**config.mk**
```make
export PLATFORM = sky130hd
export DESIGN_NAME = temperature_pi_controller_flat
export DESIGN_NICKNAME = d
export VERILOG_FILES = /design/src/rtl/tpc_pkg.sv /design/src/rtl/tpc_if.sv /design/src/rtl/tpc_convert.sv /design/src/rtl/tpc_update.sv /design/src/rtl/temperature_pi_controller.sv /design/src/flat_wrapper.sv
export SDC_FILE = /design/constraint.sdc
export NUM_CORES = 1
export LEC_CHECK = 0
export BUFFER_PORTS_ARGS = -buffer_cell sky130_fd_sc_hd__buf_4
export CAP_MARGIN = 30
export CORE_UTILIZATION = 35
export DETAILED_ROUTE_END_ITERATION = 7
export PLACE_DENSITY = 0.48
export SLEW_MARGIN = 10
export SYNTH_ARGS = -nofsm -noshare
export SYNTH_HDL_FRONTEND = slang
export SYNTH_SLANG_ARGS = --single-unit
```
**constraint.sdc**
```tcl
create_clock -name clk -period 15.3 [get_ports clk]
set_input_delay 3.825 -clock clk [delete_from_list [all_inputs] [get_ports clk]]
set_output_delay 3.825 -clock clk [all_outputs]
set_load 0.005 [all_outputs]
```
**src/rtl/tpc_pkg.sv**
```systemverilog
`timescale 1ns / 1ps
// ----------------------------------------------------------------------------
// Temperature PI controller package
// Field widths, conversion constants, register indexes and shared types.
// ----------------------------------------------------------------------------
package tpc_pkg;

  localparam int unsigned SAMPLE_W   = 10;
  localparam int unsigned DUTY_W     = 7;
  localparam int unsigned TEMP_W     = 8;
  localparam int unsigned MV_W       = 11;
  localparam int unsigned ERR_W      = 9;
  localparam int unsigned GAIN_W     = 4;
  localparam int unsigned CFG_IDX_W  = 2;
  localparam int unsigned CFG_DATA_W = 8;

  // floor(5000 * s / 1023) == (s * MV_RECIP) >> MV_SHIFT for every 10-bit s.
  localparam int unsigned MV_RECIP_W = 24;
  localparam logic [MV_RECIP_W-1:0] MV_RECIP = 24'd10250010;
  localparam int unsigned MV_SHIFT   = 21;
  localparam int unsigned MV_PROD_W  = SAMPLE_W + MV_RECIP_W;
  localparam int unsigned MV_QUOT_W  = 13;
  localparam logic [MV_W-1:0] MV_LIMIT = 11'd1500;

  // floor(n / 10) == (n * DEG_RECIP) >> DEG_SHIFT for any n below 2^16.
  localparam int unsigned DEG_RECIP_W = 16;
  localparam logic [DEG_RECIP_W-1:0] DEG_RECIP = 16'd52429;
  localparam int unsigned DEG_SHIFT   = 19;
  localparam int unsigned DEG_PROD_W  = MV_W + DEG_RECIP_W;

  localparam int unsigned SUM_W = 16;
  localparam logic signed [SUM_W-1:0] DRIVE_MAX  = 16'sd100;
  localparam logic [DUTY_W-1:0]       DRIVE_OVER = 7'd99;

  localparam logic [TEMP_W-1:0] TARGET_RESET = 8'd0;
  localparam logic [GAIN_W-1:0] IGAIN_RESET  = 4'd1;
  localparam logic [GAIN_W-1:0] PGAIN_RESET  = 4'd2;

  typedef enum logic [CFG_IDX_W-1:0] {
    CFG_TARGET = 2'd0,
    CFG_IGAIN  = 2'd1,
    CFG_PGAIN  = 2'd2
  } cfg_index_t;

  // Measurement handed from the conversion pipeline to the controller update.
  typedef struct packed {
    logic [MV_W-1:0]          mv;
    logic [TEMP_W-1:0]        temp;
    logic signed [ERR_W-1:0]  err;
  } meas_t;

  // Valid flag between the two pipeline halves; ready runs back separately.
  typedef struct packed {
    logic valid;
  } meas_ctl_t;

endpackage

```
**src/rtl/tpc_if.sv**
```systemverilog
`timescale 1ns / 1ps
// ----------------------------------------------------------------------------
// Temperature PI controller channel interfaces
// Sample input channel and result output channel, valid/ready handshake.
// ----------------------------------------------------------------------------
interface tpc_sample_if;
  logic                           valid;
  logic                           ready;
  logic [tpc_pkg::SAMPLE_W-1:0]   adc_sample;

  modport source (output valid, output adc_sample, input ready);
  modport sink   (input valid, input adc_sample, output ready);
endinterface

interface tpc_result_if;
  logic                           valid;
  logic                           ready;
  logic [tpc_pkg::DUTY_W-1:0]     duty_percent;
  logic [tpc_pkg::TEMP_W-1:0]     measured_temperature;
  logic [tpc_pkg::MV_W-1:0]       millivolts;
  logic signed [tpc_pkg::ERR_W-1:0] control_error;

  modport source (output valid, output duty_percent, output measured_temperature,
                  output millivolts, output control_error, input ready);
  modport sink   (input valid, input duty_percent, input measured_temperature,
                  input millivolts, input control_error, output ready);
endinterface

```
**src/rtl/tpc_convert.sv**
```systemverilog
`timescale 1ns / 1ps
// ----------------------------------------------------------------------------
// Temperature PI controller sample conversion
// Three-stage pipeline: sample register, millivolt register, temperature/error.
// ----------------------------------------------------------------------------
module tpc_convert (
  input  logic                          clk,
  input  logic                          rst,
  tpc_sample_if.sink                    sample,
  input  logic [tpc_pkg::TEMP_W-1:0]    target_temperature,
  output tpc_pkg::meas_ctl_t            meas_ctl,
  output tpc_pkg::meas_t                meas,
  input  logic                          meas_ready
);

  logic                               v0;
  logic [tpc_pkg::SAMPLE_W-1:0]       sample0;
  logic                               v1;
  logic [tpc_pkg::MV_W-1:0]           mv1;
  logic                               v2;
  tpc_pkg::meas_t                     meas2;

  logic                               rdy0;
  logic                               rdy1;
  logic                               rdy2;

  logic [tpc_pkg::MV_PROD_W-1:0]      mv_prod;
  logic [tpc_pkg::MV_QUOT_W-1:0]      mv_quot;
  logic [tpc_pkg::MV_W-1:0]           mv_next;
  logic [tpc_pkg::DEG_PROD_W-1:0]     deg_prod;
  logic [tpc_pkg::TEMP_W-1:0]         temp_next;
  logic [tpc_pkg::ERR_W:0]            err_wide;

  // A stage can load when it is empty or its content moves on this cycle.
  assign rdy2 = !v2 || meas_ready;
  assign rdy1 = !v1 || rdy2;
  assign rdy0 = !v0 || rdy1;
  assign sample.ready = rdy0;

  assign mv_prod = tpc_pkg::MV_PROD_W'(sample0) * tpc_pkg::MV_PROD_W'(tpc_pkg::MV_RECIP);
  assign mv_quot = mv_prod[tpc_pkg::MV_SHIFT +: tpc_pkg::MV_QUOT_W];
  assign mv_next = (mv_quot > tpc_pkg::MV_QUOT_W'(tpc_pkg::MV_LIMIT)) ?
                   tpc_pkg::MV_LIMIT : mv_quot[tpc_pkg::MV_W-1:0];

  assign deg_prod  = tpc_pkg::DEG_PROD_W'(mv1) * tpc_pkg::DEG_PROD_W'(tpc_pkg::DEG_RECIP);
  assign temp_next = deg_prod[tpc_pkg::DEG_SHIFT +: tpc_pkg::TEMP_W];
  // Target spans 0..255 and temperature 0..150, so the difference fits 9 bits signed.
  assign err_wide  = {2'b00, target_temperature} - {2'b00, temp_next};

  always_ff @(posedge clk) begin
    if (rst) begin
      v0 <= 1'b0;
      v1 <= 1'b0;
      v2 <= 1'b0;
    end else begin
      if (rdy0) begin
        v0 <= sample.valid;
      end
      if (rdy1) begin
        v1 <= v0;
      end
      if (rdy2) begin
        v2 <= v1;
      end
    end
  end

  always_ff @(posedge clk) begin
    if (rdy0 && sample.valid) begin
      sample0 <= sample.adc_sample;
    end
    if (rdy1 && v0) begin
      mv1 <= mv_next;
    end
    if (rdy2 && v1) begin
      meas2.mv   <= mv1;
      meas2.temp <= temp_next;
      meas2.err  <= err_wide[tpc_pkg::ERR_W-1:0];
    end
  end

  assign meas_ctl.valid = v2;
  assign meas           = meas2;

endmodule

```
**src/rtl/tpc_update.sv**
```systemverilog
`timescale 1ns / 1ps
// ----------------------------------------------------------------------------
// Temperature PI controller drive update
// Velocity-form PI step with clamping, controller state and result register.
// ----------------------------------------------------------------------------
module tpc_update (
  input  logic                          clk,
  input  logic                          rst,
  input  tpc_pkg::meas_ctl_t            meas_ctl,
  input  tpc_pkg::meas_t                meas,
  output logic                          meas_ready,
  input  logic [tpc_pkg::GAIN_W-1:0]    integral_gain,
  input  logic [tpc_pkg::GAIN_W-1:0]    proportional_gain,
  tpc_result_if.source                  result
);

  logic signed [tpc_pkg::ERR_W-1:0]     prev_err;
  logic [tpc_pkg::DUTY_W-1:0]           drive;
  logic                                 out_valid;

  logic                                 take;
  logic signed [tpc_pkg::ERR_W:0]       err_diff;
  logic signed [tpc_pkg::GAIN_W:0]      igain_s;
  logic signed [tpc_pkg::GAIN_W:0]      pgain_s;
  logic signed [tpc_pkg::GAIN_W+tpc_pkg::ERR_W:0]   i_term;
  logic signed [tpc_pkg::GAIN_W+tpc_pkg::ERR_W-1:0] p_term;
  logic signed [tpc_pkg::SUM_W-1:0]     sum;
  logic [tpc_pkg::DUTY_W-1:0]           drive_next;

  assign meas_ready = !out_valid || result.ready;
  assign take       = meas_ctl.valid && meas_ready;

  assign err_diff = {meas.err[tpc_pkg::ERR_W-1], meas.err} - {prev_err[tpc_pkg::ERR_W-1], prev_err};
  assign igain_s  = {1'b0, integral_gain};
  assign pgain_s  = {1'b0, proportional_gain};
  assign i_term   = igain_s * err_diff;
  assign p_term   = pgain_s * meas.err;

  // Worst case magnitude is about 10000, well inside 16 bits signed.
  assign sum = {{(tpc_pkg::SUM_W-tpc_pkg::DUTY_W){1'b0}}, drive}
             + {{(tpc_pkg::SUM_W-tpc_pkg::GAIN_W-tpc_pkg::ERR_W-1){i_term[$high(i_term)]}}, i_term}
             + {{(tpc_pkg::SUM_W-tpc_pkg::GAIN_W-tpc_pkg::ERR_W){p_term[$high(p_term)]}}, p_term};

  // Overshoot folds to 99 while exactly 100 is kept.
  always_comb begin
    if (sum[tpc_pkg::SUM_W-1]) begin
      drive_next = '0;
    end else if (sum > tpc_pkg::DRIVE_MAX) begin
      drive_next = tpc_pkg::DRIVE_OVER;
    end else begin
      drive_next = sum[tpc_pkg::DUTY_W-1:0];
    end
  end

  always_ff @(posedge clk) begin
    if (rst) begin
      prev_err  <= '0;
      drive     <= '0;
      out_valid <= 1'b0;
    end else begin
      if (take) begin
        prev_err  <= meas.err;
        drive     <= drive_next;
        out_valid <= 1'b1;
      end else if (result.ready) begin
        out_valid <= 1'b0;
      end
    end
  end

  always_ff @(posedge clk) begin
    if (take) begin
      result.duty_percent         <= drive_next;
      result.measured_temperature <= meas.temp;
      result.millivolts           <= meas.mv;
      result.control_error        <= meas.err;
    end
  end

  assign result.valid = out_valid;

endmodule

```
**src/rtl/temperature_pi_controller.sv**
```systemverilog
`timescale 1ns / 1ps
// ----------------------------------------------------------------------------
// Temperature PI controller
// Converts ADC samples to temperature and updates a PI drive value per sample.
// ----------------------------------------------------------------------------
// Usage: each word on the sample channel carries one 10-bit ADC reading. For
// every accepted word, exactly one word appears on the result channel with
// the new duty cycle, the measured temperature, the clamped millivolt value
// and the control error, in the order the samples arrived.
// Throughput is one sample per cycle while the receiver takes results. The
// sample register loads at the accepting edge, and the millivolt stage, the
// temperature/error stage and the result register (which also holds the PI
// state update) follow in that order before the result word is presented.
// The PI state (previous error and drive) lives next to the result register,
// so back-to-back samples see each other's updates with no extra wait.
// When the receiver stalls, the result word holds and the pipeline stages
// behind it keep filling; sample ready drops once all four registers are full.
// Synchronous reset empties the pipeline, clears the drive and previous
// error, and returns target 0, integral gain 1 and proportional gain 2.
// The configuration port writes one register per cycle with no read-back;
// it is to be used only while no sample is in flight.
// ----------------------------------------------------------------------------
module temperature_pi_controller (
  input  logic                              clk,
  input  logic                              rst,
  tpc_sample_if.sink                        sample,
  tpc_result_if.source                      result,
  input  logic                              cfg_write,
  input  logic [tpc_pkg::CFG_IDX_W-1:0]     cfg_index,
  input  logic [tpc_pkg::CFG_DATA_W-1:0]    cfg_data
);

  // Configuration registers.
  logic [tpc_pkg::TEMP_W-1:0]  target_temperature;
  logic [tpc_pkg::GAIN_W-1:0]  integral_gain;
  logic [tpc_pkg::GAIN_W-1:0]  proportional_gain;

  // Link between the conversion pipeline and the drive update.
  tpc_pkg::meas_ctl_t          meas_ctl;
  tpc_pkg::meas_t              meas;
  logic                        meas_ready;

  // Writes to an index outside the register list fall to the default arm
  // and change nothing.
  always_ff @(posedge clk) begin
    if (rst) begin
      target_temperature <= tpc_pkg::TARGET_RESET;
      integral_gain      <= tpc_pkg::IGAIN_RESET;
      proportional_gain  <= tpc_pkg::PGAIN_RESET;
    end else if (cfg_write) begin
      unique case (tpc_pkg::cfg_index_t'(cfg_index))
        tpc_pkg::CFG_TARGET: begin
          target_temperature <= cfg_data[tpc_pkg::TEMP_W-1:0];
        end
        tpc_pkg::CFG_IGAIN: begin
          integral_gain <= cfg_data[tpc_pkg::GAIN_W-1:0];
        end
        tpc_pkg::CFG_PGAIN: begin
          proportional_gain <= cfg_data[tpc_pkg::GAIN_W-1:0];
        end
        default: begin
        end
      endcase
    end
  end

  // Sample to millivolts to degrees, and the error against the target.
  tpc_convert u_convert (
    .clk                (clk),
    .rst                (rst),
    .sample             (sample),
    .target_temperature (target_temperature),
    .meas_ctl           (meas_ctl),
    .meas               (meas),
    .meas_ready         (meas_ready)
  );

  // Velocity-form PI step, clamping and the result register.
  tpc_update u_update (
    .clk               (clk),
    .rst               (rst),
    .meas_ctl          (meas_ctl),
    .meas              (meas),
    .meas_ready        (meas_ready),
    .integral_gain     (integral_gain),
    .proportional_gain (proportional_gain),
    .result            (result)
  );

endmodule

```
**src/flat_wrapper.sv**
```systemverilog
// flat-port wrapper written by rule: the top's interface ports become plain ports
module temperature_pi_controller_flat 
  (clk, rst, cfg_write, cfg_index, cfg_data, sample_valid, sample_adc_sample, sample_ready, result_valid, result_duty_percent, result_measured_temperature, result_millivolts, result_control_error, result_ready);
  tpc_sample_if sample_i ();
  tpc_result_if result_i ();
  input  logic clk;
  input  logic rst;
  input  logic cfg_write;
  input  logic [tpc_pkg::CFG_IDX_W-1:0] cfg_index;
  input  logic [tpc_pkg::CFG_DATA_W-1:0] cfg_data;
  input wire logic [$bits(sample_i.valid)-1:0] sample_valid;
  input wire logic [$bits(sample_i.adc_sample)-1:0] sample_adc_sample;
  output wire logic [$bits(sample_i.ready)-1:0] sample_ready;
  output wire logic [$bits(result_i.valid)-1:0] result_valid;
  output wire logic [$bits(result_i.duty_percent)-1:0] result_duty_percent;
  output wire logic [$bits(result_i.measured_temperature)-1:0] result_measured_temperature;
  output wire logic [$bits(result_i.millivolts)-1:0] result_millivolts;
  output wire logic [$bits(result_i.control_error)-1:0] result_control_error;
  input wire logic [$bits(result_i.ready)-1:0] result_ready;
  assign sample_i.valid = sample_valid;
  assign sample_i.adc_sample = sample_adc_sample;
  assign sample_ready = sample_i.ready;
  assign result_valid = result_i.valid;
  assign result_duty_percent = result_i.duty_percent;
  assign result_measured_temperature = result_i.measured_temperature;
  assign result_millivolts = result_i.millivolts;
  assign result_control_error = result_i.control_error;
  assign result_i.ready = result_ready;
  temperature_pi_controller u_core (.clk(clk), .rst(rst), .sample(sample_i), .result(result_i), .cfg_write(cfg_write), .cfg_index(cfg_index), .cfg_data(cfg_data));
endmodule
```
==> metrics.md <==
| Metric | Value |
|---|---|
| Status | finished clean |
| Worst Skew | 0.0132 ns |
| Period utilization | 0.573 |
| DRT met1 WL | 14000 um |
| # resized after CTS | 0 |
| Mean area per synthesized cell | 9.94 sq um |
| Leading cell type in the layout, fill and taps excluded | inv_1 |
| Root buffer cell | clkbuf_16 |
| GPL Wtd Cong | 0.786 |
| TritonCTS clock tree | done |
| Worst Tran Pin Value | 0.932 ns |
| Total number of vias | 9502 |
| Die X | 201 um |
| Clock sinks | 120 |
| Synth cell types | 71 |
| Post-Route Setup TNS | 0 ns |
| Final Critical Period | 8.76 ns |
| Sequential-to-total area share from yosys stat | 0.234 |
| Syn Nets | 1805 |
| Post-synthesis xor/xnor area fraction | 0.0385 |
| Post-CTS setup buffers | 0 |
| Fin cells | 1995 |
| Ant diodes | 0 |
| Max layer used | met4 |
| Layout cells sized above 1 | 0.0799 |
| Routed Antenna Nets | 0 |
| Htree depth | 4 |
| Final Hold Vio Count | 0 |
| Latest clock arrival within the worst-skew pair | 0.44 ns |
| Worst min path class | register to register |
| # port buffers | 61 |
| Max Fclk | 0.114 GHz |
| RSZ-0062 raised after global routing | no |
| Number of fill cells | 3872 |
| Drt drc | 0 |
| Area occupied by multi-input gates | 0.00955 sq mm |
| Largest family of logic cells by synthesized area | adder cells |
| Most frequent cells in the layout | inv_1, ha_1, fa_1, nand2_1, edfxtp_1 |
| Initial core utilization | 0.357 |
| Post-synthesis compound-gate area fraction | 0.108 |
| Critical path class | input pin to output port |
| Slew Limit Fails | 0 |
| Max-Cap Viols | 0 |
| First-pass GRT wire length | 51500 um |
| Vias in the first global route | 10100 |
| Area Overhead vs Synth | 12.2% |
| GRT Residual Overflow | 0 |
| Row Count | 72 |
| Mux cell area share after synthesis | 0.0115 |
| Worst Setup End Kind | output port |
| Routed wl met3 | 608 um |
| Max clock buf depth | 2 |
| Fraction of registers with async set/reset | 0 |
| Hpwl dp | 25300 um |
| Initial antenna violation count | 0 |
| Met2 wire len | 15300 um |
| I/O pin total | 62 |
| Drt total wl | 30400 um |
| Setup violators final | 0 |
| Worst endpoint required time | 11.48 ns |
| Final #Nets | 1873 |
| DRT Pass-1 Iters | 4 |
| Area of the die | 0.0404 sq mm |
| Warnings, synthesis | 0 |
| Max-slew headroom | 0.377 |
| Total GRT Usage | 0.161 |
| CTS clock-pin slew for the worst setup and hold paths | 0.06 ns |
| Largest net degree at the start of global routing | 32 |
| Post-DR wirelength/cell | 15.2 um |
| Synth Flop Type | edfxtp_1 |
| Critical Path Fanout Max | 5 |
| Area occupied by registers | 0.00324 sq mm |
| Dpl cells | 1963 |
| CP startpoint kind | input pin |
| Core ar. | 0.0389 sq mm |
| Mapped Cells | 1396 |
| Hold-fix buffers, CTS | 0 |
| Post-synth EDFFs | 84 |
| TritonCTS Buffers | 17 |
| Vias per cell | 4.76 |
| Crit path DAT | 4.94 ns |
| 1st-iter DRT viols | 383 |
| Post-Synth Simple-Gate Area | 0.110 |
| Mapped Area | 0.0139 sq mm |
| Die Height | 201 um |
| Yosys reg bits | 120 |
| Synth Area in Adders | 0.419 |
## registers in the layout, indices dropped and copies added, names as in the netlist
name,flops
u_core.integral_gain,4
u_core.proportional_gain,4
u_core.target_temperature,8
u_core.u_convert.meas,28
u_core.u_convert.meas_ctl,1
u_core.u_convert.mv1,11
u_core.u_convert.sample0,10
u_core.u_convert.v0,1
u_core.u_convert.v1,1
u_core.u_update.drive,7
u_core.u_update.prev_err,9
u_core.u_update.result.control_error,9
u_core.u_update.result.duty_percent,7
u_core.u_update.result.measured_temperature,8
u_core.u_update.result.millivolts,11
u_core.u_update.result.valid,1
## layer usage
metal | global-route usage | vias to the layer above
met5 | 0 | -
met2 | 0.287 | 85
met1 | 0.202 | 4593
met4 | 0.0412 | 0
met3 | 0.0224 | 26
li1 | - | 4798
## worst max-delay path: stages
cell	delay (ns)
buf_4	0.11
nor2b_1	0.44
and3_1	0.30
nand2_1	0.10
buf_4	0.16
## metrics by stage
| stage | setup WS (ns) | utilization | hold WS [ns] | area (sq um) |
|---|---|---|---|---|
| after floorplan | 7.15 | - | 0.400 | 13900 |
| after global placement | 6.51 | 0.384 | 0.404 | 15000 |
| after detailed placement | 6.50 | 0.385 | 0.406 | 15000 |
| after CTS | 6.49 | 0.400 | 0.418 | 15600 |
| after global routing | 6.43 | 0.400 | 0.426 | 15600 |
| final | 6.54 | 0.400 | 0.418 | 15600 |
## kinds of logic after synthesis
kind of cell / Yosys count
adders and majority gates: 384
muxes: 16
buffers and inverters: 291
and+or+nand+nor: 307
AOI/OAI and AO/OA: 217
DFF: 120
xor gates and xnor gates: 61
## final timing paths
kind                             startpoint                                     end  slack (ns)  cells after the start
setup / recovery               result_ready                            sample_ready        6.54                      5
hold / removal    u_core.u_convert.meas[27]   u_core.u_update.result.millivolts[10]        0.42                      0
setup reg to reg   u_core.u_convert.meas[0]  u_core.u_update.result.duty_percent[1]        7.64                     33
hold reg to reg   u_core.u_convert.meas[27]   u_core.u_update.result.millivolts[10]        0.42                      0
## final cells by class
type	count	share of cell area
Clock buffer	17	0.0273
Clock inverter	15	0.0104
Inverter	275	0.0663
Multi-Input combinational cell	985	0.613
Sequential cell	120	0.208
Tap cell	518	0.0416
Timing Repair Buffer	65	0.0326
## synthesized netlist by cell type (all sizes together), types with 4 or more instances
master / instances / area share
a2111oi: 8 / 0.0075
fa: 135 / 0.19
o31ai: 10 / 0.0058
a21oi: 71 / 0.026
nor2b: 15 / 0.0068
nor2: 73 / 0.020
a21o: 28 / 0.015
o21ai: 31 / 0.011
nand3: 10 / 0.0036
dfxtp: 36 / 0.052
or2: 9 / 0.0041
mux2i: 16 / 0.012
o211ai: 11 / 0.0063
a211oi: 4 / 0.0025
nor3: 14 / 0.0059
nand2: 86 / 0.023
clkbuf: 12 / 0.0032
and2: 60 / 0.027
o21bai: 11 / 0.0060
buf: 4 / 0.0013
o21a: 6 / 0.0032
ha: 249 / 0.22
or3: 4 / 0.0018
inv: 275 / 0.074
xnor2: 38 / 0.024
nor4: 5 / 0.0023
a211o: 4 / 0.0026
a21boi: 5 / 0.0027
nand2b: 12 / 0.0054
xor2: 23 / 0.015
edfxtp: 84 / 0.18
and3: 6 / 0.0027
nand4: 5 / 0.0023
Power is left out: the tool's default activity adds up to more than one toggle a clock period on the data nets, which glitch-free logic cannot reach.
